<file path="src/rtl/core/qtl_pkg.sv">
// ----------------------------------------------------------------------------
// qtl_pkg: shared types and codes of the query token lexer
// Scan modes, result kinds, token type codes, character codes and the
// result record that travels from the decoder to the output queue.
// ----------------------------------------------------------------------------
package qtl_pkg;

  typedef enum logic [3:0] {
    SM_IDLE    = 4'd0,
    SM_HELD    = 4'd1,
    SM_STR     = 4'd2,
    SM_STR_ESC = 4'd3,
    SM_RGX     = 4'd4,
    SM_RGX_ESC = 4'd5,
    SM_NUM     = 4'd6,
    SM_IDENT   = 4'd7
  } scan_mode_t;

  typedef enum logic [1:0] {
    RK_TEXT  = 2'd0,
    RK_TOKEN = 2'd1,
    RK_ERROR = 2'd2
  } result_kind_t;

  localparam logic [4:0] TT_END        = 5'd0;
  localparam logic [4:0] TT_IDENT      = 5'd1;
  localparam logic [4:0] TT_NUMBER     = 5'd2;
  localparam logic [4:0] TT_STRING     = 5'd3;
  localparam logic [4:0] TT_REGEX      = 5'd4;
  localparam logic [4:0] TT_NE         = 5'd5;
  localparam logic [4:0] TT_NOT_GT     = 5'd6;
  localparam logic [4:0] TT_NOT_LT     = 5'd7;
  localparam logic [4:0] TT_SHL        = 5'd8;
  localparam logic [4:0] TT_SHR        = 5'd9;
  localparam logic [4:0] TT_LE         = 5'd10;
  localparam logic [4:0] TT_GE         = 5'd11;
  localparam logic [4:0] TT_SCOPE      = 5'd12;
  localparam logic [4:0] TT_PUNCT_BASE = 5'd13;

  localparam int PUNCT_COUNT = 19;
  localparam logic [7:0] PUNCT_SET [PUNCT_COUNT] = '{
    "[", "]", "(", ")", "=", "<", ">", "&", "|", ":",
    "@", ";", ".", ",", "{", "}", "+", "*", "?"
  };

  localparam logic [7:0] CH_BANG       = "!";
  localparam logic [7:0] CH_LT         = "<";
  localparam logic [7:0] CH_GT         = ">";
  localparam logic [7:0] CH_COLON      = ":";
  localparam logic [7:0] CH_MINUS      = "-";
  localparam logic [7:0] CH_UNDERSCORE = "_";
  localparam logic [7:0] CH_SLASH      = "/";
  localparam logic [7:0] CH_BACKSLASH  = 8'h5C;
  localparam logic [7:0] CH_QUOTE      = 8'h22;
  localparam logic [7:0] CH_EQ         = "=";
  localparam logic [7:0] CH_SPACE      = 8'h20;
  localparam logic [7:0] CH_TAB        = 8'h09;
  localparam logic [7:0] CH_CR         = 8'h0D;
  localparam logic [7:0] CH_LF         = 8'h0A;

  localparam int MAX_RESULTS = 4;

  typedef struct packed {
    scan_mode_t  mode;
    logic [7:0]  held;
    logic        err;
  } qtl_ctl_t;

  typedef struct packed {
    result_kind_t kind;
    logic [4:0]   ttype;
    logic [23:0]  start;
    logic [7:0]   ch;
  } result_t;

endpackage

</file>
<file path="src/rtl/core/query_token_lexer_core.sv">
// ----------------------------------------------------------------------------
// query_token_lexer_core: streaming tokenizer for a query language
// Takes one byte of query text per beat and emits text, token and error
// results, followed by an END token on the final byte.
// ----------------------------------------------------------------------------
// A byte is taken in every cycle in which the result queue is empty or is
// handing out its last entry, so a byte that causes several results (up to
// four) holds back the input while the single output port moves one result
// per beat, unless out_stall holds it. The decision for a byte is made in the
// cycle it is accepted, between the lexer state registers and the result
// queue; after the final byte all offsets restart at zero.
module query_token_lexer_core #(
  parameter int OFFSET_BITS = 24
) (
  input  logic        clk,
  input  logic        rst_n,
  input  logic        in_valid,
  output logic        in_stall,
  input  logic [7:0]  in_char_byte,
  input  logic        in_is_final,
  output logic        out_valid,
  input  logic        out_stall,
  output logic [1:0]  out_result_kind,
  output logic [4:0]  out_token_type,
  output logic [23:0] out_start_offset,
  output logic [7:0]  out_text_char,
  output logic        out_run_last
);
  import qtl_pkg::*;

  qtl_ctl_t               ctl_r, ctl_nxt;
  logic [OFFSET_BITS-1:0] ts_r, ts_nxt;
  logic [OFFSET_BITS-1:0] ofs_r, ofs_nxt;
  result_t [MAX_RESULTS-1:0] slots;
  logic [2:0]             count;
  logic                   load_ok;
  logic                   accept;

  assign in_stall = !load_ok;
  assign accept   = in_valid && load_ok;

  qtl_decode #(
    .OFFSET_BITS(OFFSET_BITS)
  ) u_decode (
    .ctl_i   (ctl_r),
    .ts_i    (ts_r),
    .at_i    (ofs_r),
    .char_i  (in_char_byte),
    .fin_i   (in_is_final),
    .slots_o (slots),
    .count_o (count),
    .ctl_nxt (ctl_nxt),
    .ts_nxt  (ts_nxt),
    .ofs_nxt (ofs_nxt)
  );

  qtl_emit u_emit (
    .clk              (clk),
    .rst_n            (rst_n),
    .load_i           (accept),
    .slots_i          (slots),
    .count_i          (count),
    .load_ok_o        (load_ok),
    .out_valid        (out_valid),
    .out_stall        (out_stall),
    .out_result_kind  (out_result_kind),
    .out_token_type   (out_token_type),
    .out_start_offset (out_start_offset),
    .out_text_char    (out_text_char),
    .out_run_last     (out_run_last)
  );

  always_ff @(posedge clk) begin
    if (!rst_n) begin
      ctl_r.mode <= SM_IDLE;
      ctl_r.held <= 8'd0;
      ctl_r.err  <= 1'b0;
      ts_r       <= '0;
      ofs_r      <= '0;
    end else if (accept) begin
      ctl_r <= ctl_nxt;
      ts_r  <= ts_nxt;
      ofs_r <= ofs_nxt;
    end
  end

`ifndef SYNTHESIS
  // The final byte returns the lexer to its reset state.
  a_final_clears: assert property (@(posedge clk) disable iff (!rst_n)
    accept && in_is_final |=> (ofs_r == '0) && (ctl_r.mode == SM_IDLE) && !ctl_r.err)
    else $error("lexer state not cleared after final byte");

  // Any other byte moves the offset on by one.
  a_offset_step: assert property (@(posedge clk) disable iff (!rst_n)
    accept && !in_is_final |=> ofs_r == $past(ofs_r) + OFFSET_BITS'(1))
    else $error("byte offset did not advance");

  // Once an error is seen the lexer sits idle until the final byte.
  a_error_idle: assert property (@(posedge clk) disable iff (!rst_n)
    ctl_r.err |-> ctl_r.mode == SM_IDLE)
    else $error("scan mode active after error");

  // An empty result queue never holds back the input.
  a_no_idle_stall: assert property (@(posedge clk) disable iff (!rst_n)
    !out_valid |-> !in_stall)
    else $error("input stalled with empty result queue");

  // A final byte always leaves at least its END result behind.
  a_final_results: assert property (@(posedge clk) disable iff (!rst_n)
    accept && in_is_final |=> out_valid)
    else $error("final byte produced no result");
`endif

endmodule

</file>
<file path="src/rtl/core/qtl_decode.sv">
// ----------------------------------------------------------------------------
// qtl_decode: per-byte lexer decision logic
// From the lexer state and one byte, works out the ordered list of results
// (at most four) and the state that follows the byte.
// ----------------------------------------------------------------------------
module qtl_decode #(
  parameter int OFFSET_BITS = 24
) (
  input  qtl_pkg::qtl_ctl_t                   ctl_i,
  input  logic [OFFSET_BITS-1:0]              ts_i,
  input  logic [OFFSET_BITS-1:0]              at_i,
  input  logic [7:0]                          char_i,
  input  logic                                fin_i,
  output qtl_pkg::result_t [qtl_pkg::MAX_RESULTS-1:0] slots_o,
  output logic [2:0]                          count_o,
  output qtl_pkg::qtl_ctl_t                   ctl_nxt,
  output logic [OFFSET_BITS-1:0]              ts_nxt,
  output logic [OFFSET_BITS-1:0]              ofs_nxt
);
  import qtl_pkg::*;

  localparam int NCAND = 7;

  function automatic logic is_digit(input logic [7:0] c);
    return (c >= "0") && (c <= "9");
  endfunction

  function automatic logic is_alpha(input logic [7:0] c);
    return ((c >= "a") && (c <= "z")) || ((c >= "A") && (c <= "Z"));
  endfunction

  function automatic logic is_space(input logic [7:0] c);
    return (c == CH_SPACE) || (c == CH_TAB) || (c == CH_CR) || (c == CH_LF);
  endfunction

  function automatic logic is_ident_char(input logic [7:0] c);
    return is_alpha(c) || is_digit(c) || (c == CH_UNDERSCORE) || (c == CH_MINUS);
  endfunction

  // Nineteen independent compares against the punctuator table.
  function automatic logic [4:0] punct_type(input logic [7:0] c);
    logic [4:0] t;
    t = TT_END;
    for (int i = 0; i < PUNCT_COUNT; i++) begin
      if (PUNCT_SET[i] == c) t = TT_PUNCT_BASE + 5'(i);
    end
    return t;
  endfunction

  function automatic logic [4:0] pair_type(input logic [7:0] h, input logic [7:0] c);
    logic [4:0] t;
    t = TT_END;
    if (h == CH_BANG && c == CH_EQ)        t = TT_NE;
    else if (h == CH_BANG && c == CH_GT)   t = TT_NOT_GT;
    else if (h == CH_BANG && c == CH_LT)   t = TT_NOT_LT;
    else if (h == CH_LT && c == CH_LT)     t = TT_SHL;
    else if (h == CH_GT && c == CH_GT)     t = TT_SHR;
    else if (h == CH_LT && c == CH_EQ)     t = TT_LE;
    else if (h == CH_GT && c == CH_EQ)     t = TT_GE;
    else if (h == CH_COLON && c == CH_COLON) t = TT_SCOPE;
    return t;
  endfunction

  function automatic result_t mk(input result_kind_t k, input logic [4:0] t,
                                 input logic [OFFSET_BITS-1:0] s, input logic [7:0] c);
    result_t r;
    r.kind  = k;
    r.ttype = t;
    r.start = 24'(s);
    r.ch    = c;
    return r;
  endfunction

  scan_mode_t             mode_a;
  logic [7:0]             held_a;
  logic                   err_a;
  logic [OFFSET_BITS-1:0] ts_new;
  logic [OFFSET_BITS-1:0] err_ofs;
  logic [OFFSET_BITS-1:0] at_next;
  logic                   fresh;
  logic                   pre_en, close_en, text_en, tok2_en, err_en, fin_en;
  logic [7:0]             pre_ch;
  logic [4:0]             close_type, tok2_type, fin_type, pt;
  result_kind_t           fin_kind;
  result_t [NCAND-1:0]    cand;
  logic [NCAND-1:0]       cand_en;

  assign at_next = at_i + OFFSET_BITS'(1);
  assign pt      = pair_type(ctl_i.held, char_i);

  // First pass: the byte against the current mode, then a fresh start from idle
  // or where the previous token has just been closed.
  always_comb begin
    mode_a     = ctl_i.mode;
    held_a     = ctl_i.held;
    err_a      = ctl_i.err;
    ts_new     = ts_i;
    err_ofs    = ts_i;
    fresh      = 1'b0;
    pre_en     = 1'b0;
    pre_ch     = CH_BANG;
    close_en   = 1'b0;
    close_type = TT_END;
    text_en    = 1'b0;
    tok2_en    = 1'b0;
    tok2_type  = TT_END;
    err_en     = 1'b0;
    if (!ctl_i.err) begin
      unique case (ctl_i.mode)
        SM_HELD: begin
          if (pt != TT_END) begin
            pre_en    = (ctl_i.held == CH_BANG);
            pre_ch    = CH_BANG;
            text_en   = 1'b1;
            tok2_en   = 1'b1;
            tok2_type = pt;
            mode_a    = SM_IDLE;
          end else if (ctl_i.held == CH_MINUS && is_digit(char_i)) begin
            pre_en  = 1'b1;
            pre_ch  = CH_MINUS;
            text_en = 1'b1;
            mode_a  = SM_NUM;
          end else if (ctl_i.held == CH_BANG || ctl_i.held == CH_MINUS) begin
            err_en  = 1'b1;
            err_ofs = ts_i;
          end else begin
            close_en   = 1'b1;
            close_type = punct_type(ctl_i.held);
            fresh      = 1'b1;
          end
        end
        SM_STR: begin
          if (char_i == CH_QUOTE) begin
            close_en   = 1'b1;
            close_type = TT_STRING;
            mode_a     = SM_IDLE;
          end else if (char_i == CH_BACKSLASH && !fin_i) begin
            mode_a = SM_STR_ESC;
          end else begin
            text_en = 1'b1;
          end
        end
        SM_STR_ESC: begin
          text_en = 1'b1;
          mode_a  = SM_STR;
        end
        SM_RGX: begin
          if (char_i == CH_SLASH) begin
            close_en   = 1'b1;
            close_type = TT_REGEX;
            mode_a     = SM_IDLE;
          end else begin
            text_en = 1'b1;
            if (char_i == CH_BACKSLASH) mode_a = SM_RGX_ESC;
          end
        end
        SM_RGX_ESC: begin
          text_en = 1'b1;
          mode_a  = SM_RGX;
        end
        SM_NUM: begin
          if (is_digit(char_i)) begin
            text_en = 1'b1;
          end else begin
            close_en   = 1'b1;
            close_type = TT_NUMBER;
            fresh      = 1'b1;
          end
        end
        SM_IDENT: begin
          if (is_ident_char(char_i)) begin
            text_en = 1'b1;
          end else begin
            close_en   = 1'b1;
            close_type = TT_IDENT;
            fresh      = 1'b1;
          end
        end
        SM_IDLE: fresh = 1'b1;
        default: fresh = 1'b1;
      endcase

      if (fresh) begin
        mode_a = SM_IDLE;
        if (!is_space(char_i)) begin
          ts_new = at_i;
          if (char_i == CH_BANG || char_i == CH_LT || char_i == CH_GT ||
              char_i == CH_COLON || char_i == CH_MINUS) begin
            mode_a  = SM_HELD;
            held_a  = char_i;
            // The angle brackets and the colon start a token whatever follows.
            text_en = (char_i == CH_LT) || (char_i == CH_GT) || (char_i == CH_COLON);
          end else if (punct_type(char_i) != TT_END) begin
            text_en   = 1'b1;
            tok2_en   = 1'b1;
            tok2_type = punct_type(char_i);
          end else if (char_i == CH_QUOTE) begin
            mode_a = SM_STR;
          end else if (char_i == CH_SLASH) begin
            mode_a = SM_RGX;
          end else if (is_digit(char_i)) begin
            text_en = 1'b1;
            mode_a  = SM_NUM;
          end else if (is_alpha(char_i) || char_i == CH_UNDERSCORE) begin
            text_en = 1'b1;
            mode_a  = SM_IDENT;
          end else begin
            err_en  = 1'b1;
            err_ofs = at_i;
          end
        end
      end

      if (err_en) begin
        err_a  = 1'b1;
        mode_a = SM_IDLE;
      end
    end
  end

  // Final byte: close whatever token is still open, or flag a lone ! or - as an error.
  always_comb begin
    fin_en   = 1'b0;
    fin_kind = RK_TOKEN;
    fin_type = TT_END;
    if (fin_i && !err_a) begin
      unique case (mode_a)
        SM_HELD: begin
          fin_en = 1'b1;
          if (held_a == CH_BANG || held_a == CH_MINUS) fin_kind = RK_ERROR;
          else fin_type = punct_type(held_a);
        end
        SM_STR, SM_STR_ESC: begin
          fin_en   = 1'b1;
          fin_type = TT_STRING;
        end
        SM_RGX, SM_RGX_ESC: begin
          fin_en   = 1'b1;
          fin_type = TT_REGEX;
        end
        SM_NUM: begin
          fin_en   = 1'b1;
          fin_type = TT_NUMBER;
        end
        SM_IDENT: begin
          fin_en   = 1'b1;
          fin_type = TT_IDENT;
        end
        SM_IDLE: fin_en = 1'b0;
        default: fin_en = 1'b0;
      endcase
    end
  end

  always_comb begin
    cand[0] = mk(RK_TEXT, TT_END, ts_i, pre_ch);
    cand[1] = mk(RK_TOKEN, close_type, ts_i, 8'd0);
    cand[2] = mk(RK_TEXT, TT_END, ts_new, char_i);
    cand[3] = mk(RK_TOKEN, tok2_type, ts_new, 8'd0);
    cand[4] = mk(RK_ERROR, TT_END, err_ofs, 8'd0);
    cand[5] = mk(fin_kind, fin_type, ts_new, 8'd0);
    cand[6] = mk(RK_TOKEN, TT_END, at_next, 8'd0);
    cand_en = {fin_i, fin_en, err_en, tok2_en, text_en, close_en, pre_en};
  end

  // Pack the enabled candidates, in order, into the result slots.
  always_comb begin
    slots_o = '0;
    count_o = 3'd0;
    for (int i = 0; i < NCAND; i++) begin
      if (cand_en[i] && count_o < 3'(MAX_RESULTS)) begin
        slots_o[count_o[1:0]] = cand[i];
        count_o = count_o + 3'd1;
      end
    end
  end

  always_comb begin
    if (fin_i) begin
      ctl_nxt.mode = SM_IDLE;
      ctl_nxt.held = 8'd0;
      ctl_nxt.err  = 1'b0;
      ts_nxt       = '0;
      ofs_nxt      = '0;
    end else begin
      ctl_nxt.mode = mode_a;
      ctl_nxt.held = held_a;
      ctl_nxt.err  = err_a;
      ts_nxt       = ts_new;
      ofs_nxt      = at_next;
    end
  end

endmodule

</file>
<file path="src/rtl/core/qtl_emit.sv">
// ----------------------------------------------------------------------------
// qtl_emit: result queue of the query token lexer
// Holds the results of one byte and hands them out one per beat unless stalled.
// A new set can be loaded in the cycle in which the last one leaves.
// ----------------------------------------------------------------------------
module qtl_emit (
  input  logic                                      clk,
  input  logic                                      rst_n,
  input  logic                                      load_i,
  input  qtl_pkg::result_t [qtl_pkg::MAX_RESULTS-1:0] slots_i,
  input  logic [2:0]                                count_i,
  output logic                                      load_ok_o,
  output logic                                      out_valid,
  input  logic                                      out_stall,
  output logic [1:0]                                out_result_kind,
  output logic [4:0]                                out_token_type,
  output logic [23:0]                               out_start_offset,
  output logic [7:0]                                out_text_char,
  output logic                                      out_run_last
);
  import qtl_pkg::*;

  result_t [MAX_RESULTS-1:0] slot_r;
  logic [2:0]                cnt_r;
  logic                      pop;

  assign pop       = (cnt_r != 3'd0) && !out_stall;
  assign load_ok_o = (cnt_r == 3'd0) || ((cnt_r == 3'd1) && !out_stall);

  always_ff @(posedge clk) begin
    if (!rst_n) begin
      cnt_r <= 3'd0;
    end else if (load_i) begin
      cnt_r <= count_i;
    end else if (pop) begin
      cnt_r <= cnt_r - 3'd1;
    end
  end

  always_ff @(posedge clk) begin
    if (load_i) begin
      slot_r <= slots_i;
    end else if (pop) begin
      slot_r <= {result_t'('0), slot_r[MAX_RESULTS-1:1]};
    end
  end

  assign out_valid        = (cnt_r != 3'd0);
  assign out_result_kind  = slot_r[0].kind;
  assign out_token_type   = slot_r[0].ttype;
  assign out_start_offset = slot_r[0].start;
  assign out_text_char    = slot_r[0].ch;
  assign out_run_last     = (cnt_r == 3'd1);

endmodule
</file>
<file path="config.mk">
export PLATFORM = sky130hd
export DESIGN_NAME = query_token_lexer_core
export DESIGN_NICKNAME = d
export VERILOG_FILES = /design/src/rtl/core/qtl_pkg.sv /design/src/rtl/core/query_token_lexer_core.sv /design/src/rtl/core/qtl_decode.sv /design/src/rtl/core/qtl_emit.sv
export SDC_FILE = /design/constraint.sdc
export NUM_CORES = 1
export LEC_CHECK = 0
export BUFFER_PORTS_ARGS = -buffer_cell sky130_fd_sc_hd__clkbuf_2
export CELL_PAD_IN_SITES_DETAIL_PLACEMENT = 1
export CELL_PAD_IN_SITES_GLOBAL_PLACEMENT = 1
export CORE_AREA = 2 2 145 204
export DETAILED_ROUTE_END_ITERATION = 7
export DIE_AREA = 0 0 147 206
export PLACE_DENSITY_LB_ADDON = 0.1
export SETUP_SLACK_MARGIN = 0.3
export SLEW_MARGIN = 5
export SYNTH_ARGS = -nofsm -noshare
export SYNTH_HDL_FRONTEND = slang
export SYNTH_SLANG_ARGS = --single-unit
</file>
<file path="constraint.sdc">
create_clock -name clk -period 11.5 [get_ports clk]
set_clock_uncertainty 0.15 [all_clocks]
set_input_delay 2.3 -clock clk [delete_from_list [all_inputs] [get_ports clk]]
set_output_delay 2.3 -clock clk [all_outputs]
set_load 0.01 [all_outputs]
</file>
==> metrics.md <==
| Metric | Value |
|---|---|
| Area leader, netlist | `edfxtp_1` |
| Sum of negative setup slack | `0 ns` |
| Rows | `74` |
| Synth Area in Simple Gates | `between 20% and 30%` |
| Final Hold Viols | `0` |
| Initial DRC count | `around 1200` |
| Worst-Skew Late Latency | `between 0.5 and 0.6 ns` |
| First-pass GRT wire length | `81400 um` |
| Global route overflow | `0` |
| CTS Buffer Depth | `3` |
| Post-Syn Area | `approximately 15000 um^2` |
| Status | `completed` |
| GRT Overall Usage | `between 30% and 40%` |
| Vias post-DR | `around 14000` |
| Register area | `around 6000 um^2` |
| Area fraction in compound gates after synthesis | `between 20% and 30%` |
| Fill cells | `3363` |
| Vias per cell | `6.88` |
| Share of the synthesized area in the top cell type | `31.6%` |
| Unrepaired setup endpoints after global routing | `false` |
| Worst EP arrival | `a little over 10 ns` |
| Drc violations | `0` |
| Worst-path clk slew | `0.06 ns` |
| Die X | `~150 um` |
| Fmax | `roughly 0.1 GHz` |
| Most common flop cell mapped by yosys | `edfxtp_1` |
| Max Cap Violations | `0` |
| Crit path time final | `9.94 ns` |
| Syn Area/Cell | `between 8 and 9 um^2` |
| Max FO, Critical Path | `31` |
| Synth area leaders | `edfxtp_1 (32%), dfxtp_1 (8.6%), nand2_1 (3.8%), o21ai_0 (3.7%), a22oi_1 (3.6%)` |
| Top cell family by delay on the critical path | `simple AND/OR/NAND/NOR gates` |
| Hold buffer count at CTS | `0` |
| Worst hold path type | `flop to flop` |
| Largest net degree at the start of global routing | `just over 80` |
| Area grow syn2layout | `5.05%` |
| Synthesized Nets | `around 1700` |
| Synth Area in XOR/XNOR | `roughly 1.5%` |
| Core area | `28700 um^2` |
| Crit path required time | `between 10 and 15 ns` |
| Top cell types by occurrence after synthesis | `edfxtp_1 (156), nand2_1 (150), nor2_1 (132)` |
| Sequential fraction of the synthesis area | `roughly two fifths` |
| Fin nets | `between 1500 and 2000` |
| TritonCTS clock tree | `yes` |
| Root Driver | `clkbuf_16` |
| Initial Util | `51.7%` |
| Worst IR Drop VDD | `roughly 170 uV` |
| Synth Area in Adders | `under 10%` |
| Multi-input gate area | `just under 8000 um^2` |
| CP startpoint kind | `input pin` |
| H-Tree Level Count | `1` |
| Seq cells post-synth | `between 200 and 250` |
| Antenna violations before repair | `1` |
| Pleak | `~5.3 nW` |
| Sink Count | `220` |
| Slew @ Worst Pin | `between 1 and 1.5 ns` |
| Antenna Violating Nets Remaining | `0` |
| Final Util | `between 50 and 60%` |
| Worst Path Buf+Inv | `4` |
| Placed wire-length estimate | `about 36000 um` |
| PD cells | `241 nW/um^2` |
| Synth warn | `0` |
| Die height | `just over 200 um` |
| CP max-delay cell | `nor2_1` |
| Vias in the first global route | `around 14000` |
| TritonCTS buffer count | `23` |
| DR WL/cell | `26.8 um` |
| I/O pins | `55` |
| Crit. End Element | `flop` |
| Final setup violation count | `0` |
| Fin crit share | `86.4%` |
| Slew headroom | `between 5 and 6%` |
| 1st-pass router iterations | `5` |
| Asr flop ratio synth | `0%` |
| Setup CP Type | `input pin to flop` |
| EDFF count, synth | `156` |
| CP max stage delay | `0.95 ns` |
| Synth unique cells | `110` |
| Largest family of logic cells by synthesized area | `compound AO/OA/AOI/OAI gates` |
| Most instantiated library cell after synthesis | `edfxtp_1` |
| Syn Inst Count | `roughly 1700` |
| Layout cell share with drive strength beyond 1 | `10.6%` |
| Die area | `30300 um^2` |
| I/O Buffers | `54` |
| Final WL | `around 53000 um` |
| Post-CTS sizing | `0` |
| Setup Buffers After CTS | `0` |
| Post-synthesis mux area share | `less than 1%` |
| Routability cong. | `just over 0.9` |
| Pins Over Slew Limit | `0` |
-- cell families after synthesis --
group	Yosys count
simple gates	640
compound gates	550
flops	220
buf+inv	218
xor+xnor	26
fa+ha+maj	24
mux	7
-- layout by cell type (no fill, tap or decap), drive strengths merged, types with 13 or more instances in the layout --
cell,Yosys,layout
xnor2,17,17
a22oi,71,71
nand2b,13,13
nor2,133,133
clkbuf,111,82
o22ai,25,25
and2,20,20
nor3,57,57
a21oi,101,101
nand3,45,45
nand4,19,19
and3,50,50
dfxtp,64,64
o2bb2ai,13,13
a221oi,49,49
nor2b,71,71
buf,79,21
o21ai,150,150
nand2,151,151
inv,28,29
ha,24,24
nor4,15,15
edfxtp,156,156
a31oi,21,21
-- worst reg2reg max path, stage by stage, from the launching register on --
cell	delay (ns)
dfxtp_1	0.75
nor4bb_1	0.56
a32oi_1	0.12
o22a_1	0.36
a311oi_4	0.67
nor2_2	0.20
a2111oi_4	0.66
nor2_1	0.20
ha_1	0.32
o21ba_1	0.15
nor2_1	0.20
ha_1	0.27
nand2_1	0.07
o31a_1	0.25
inv_1	0.10
ha_1	0.29
nor2_1	0.05
a21oi_2	0.19
inv_2	0.08
ha_1	0.19
and4b_1	0.20
and2_1	0.21
buf_4	0.24
nor2_1	0.96
o221ai_1	0.29
o211ai_1	0.26
-- metrics by stage --
stage          std cells  hold WS [ns]  setup slack [ns]  total power [mW]  instance area, um^2
2_1_floorplan       1685         0.325              3.36              2.52                14800
3_3_place_gp        1950         0.351              1.49              2.93                14900
3_5_place_dp        1950         0.362              1.15              2.99                14900
4_1_cts             1991         0.378              1.69              3.75                15600
5_1_grt             1992         0.403              1.07              3.95                15600
6_report            1992         0.372              1.56              3.76                15600
-- state kept, by name (all words and copies together) (netlist names) --
signal                   cells
u_emit.out_result_kind       2
u_emit.out_start_offset     24
u_emit.out_token_type        5
u_emit.cnt_r                 3
ctl_r                       13
u_emit.slot_r              117
u_emit.out_text_char         8
ofs_r                       24
ts_r                        24
-- area by class of cell --
cell class                 instances  share of cell area, %
multi-input combinational       1247                   50.5
sequential                       220                   38.3
clock buffer                      28                   3.81
tap                              380                   3.05
timing repair buffer              75                   2.74
clock inverter                    13                  0.907
inverter                          28                  0.706
antenna                            1                 0.0160
-- report_power, final --
group	total [mW]	switching, mW	internal [mW]
Sequential	1.40	0.0987	1.30
Combinational	1.61	1.17	0.438
Clock	0.760	0.325	0.435
-- worst paths after layout --
path                                                               to  cells past startpoint                         from  slack, ns
worst min-delay path                      u_emit.slot_r[39]$_DFFE_PP_                      2  u_emit.slot_r[78]$_DFFE_PP_       0.37
worst min register to register            u_emit.slot_r[39]$_DFFE_PP_                      2  u_emit.slot_r[78]$_DFFE_PP_       0.37
worst max register to register  u_emit.out_start_offset[10]$_DFFE_PP_                     25        ctl_r[2]$_SDFFE_PN0P_       3.35
worst max-delay path            u_emit.out_start_offset[10]$_DFFE_PP_                     26              in_char_byte[2]       1.56
-- per-layer routing --
layer,global-route usage (%),up-vias,routed length [um]
met5,0,-,0
met4,20.9,0,3370
met3,4.33,189,2760
met2,63.2,533,27600
met1,38.3,6806,19500
li1,-,6170,-
Note: power is estimated with default switching activity, not from simulation.
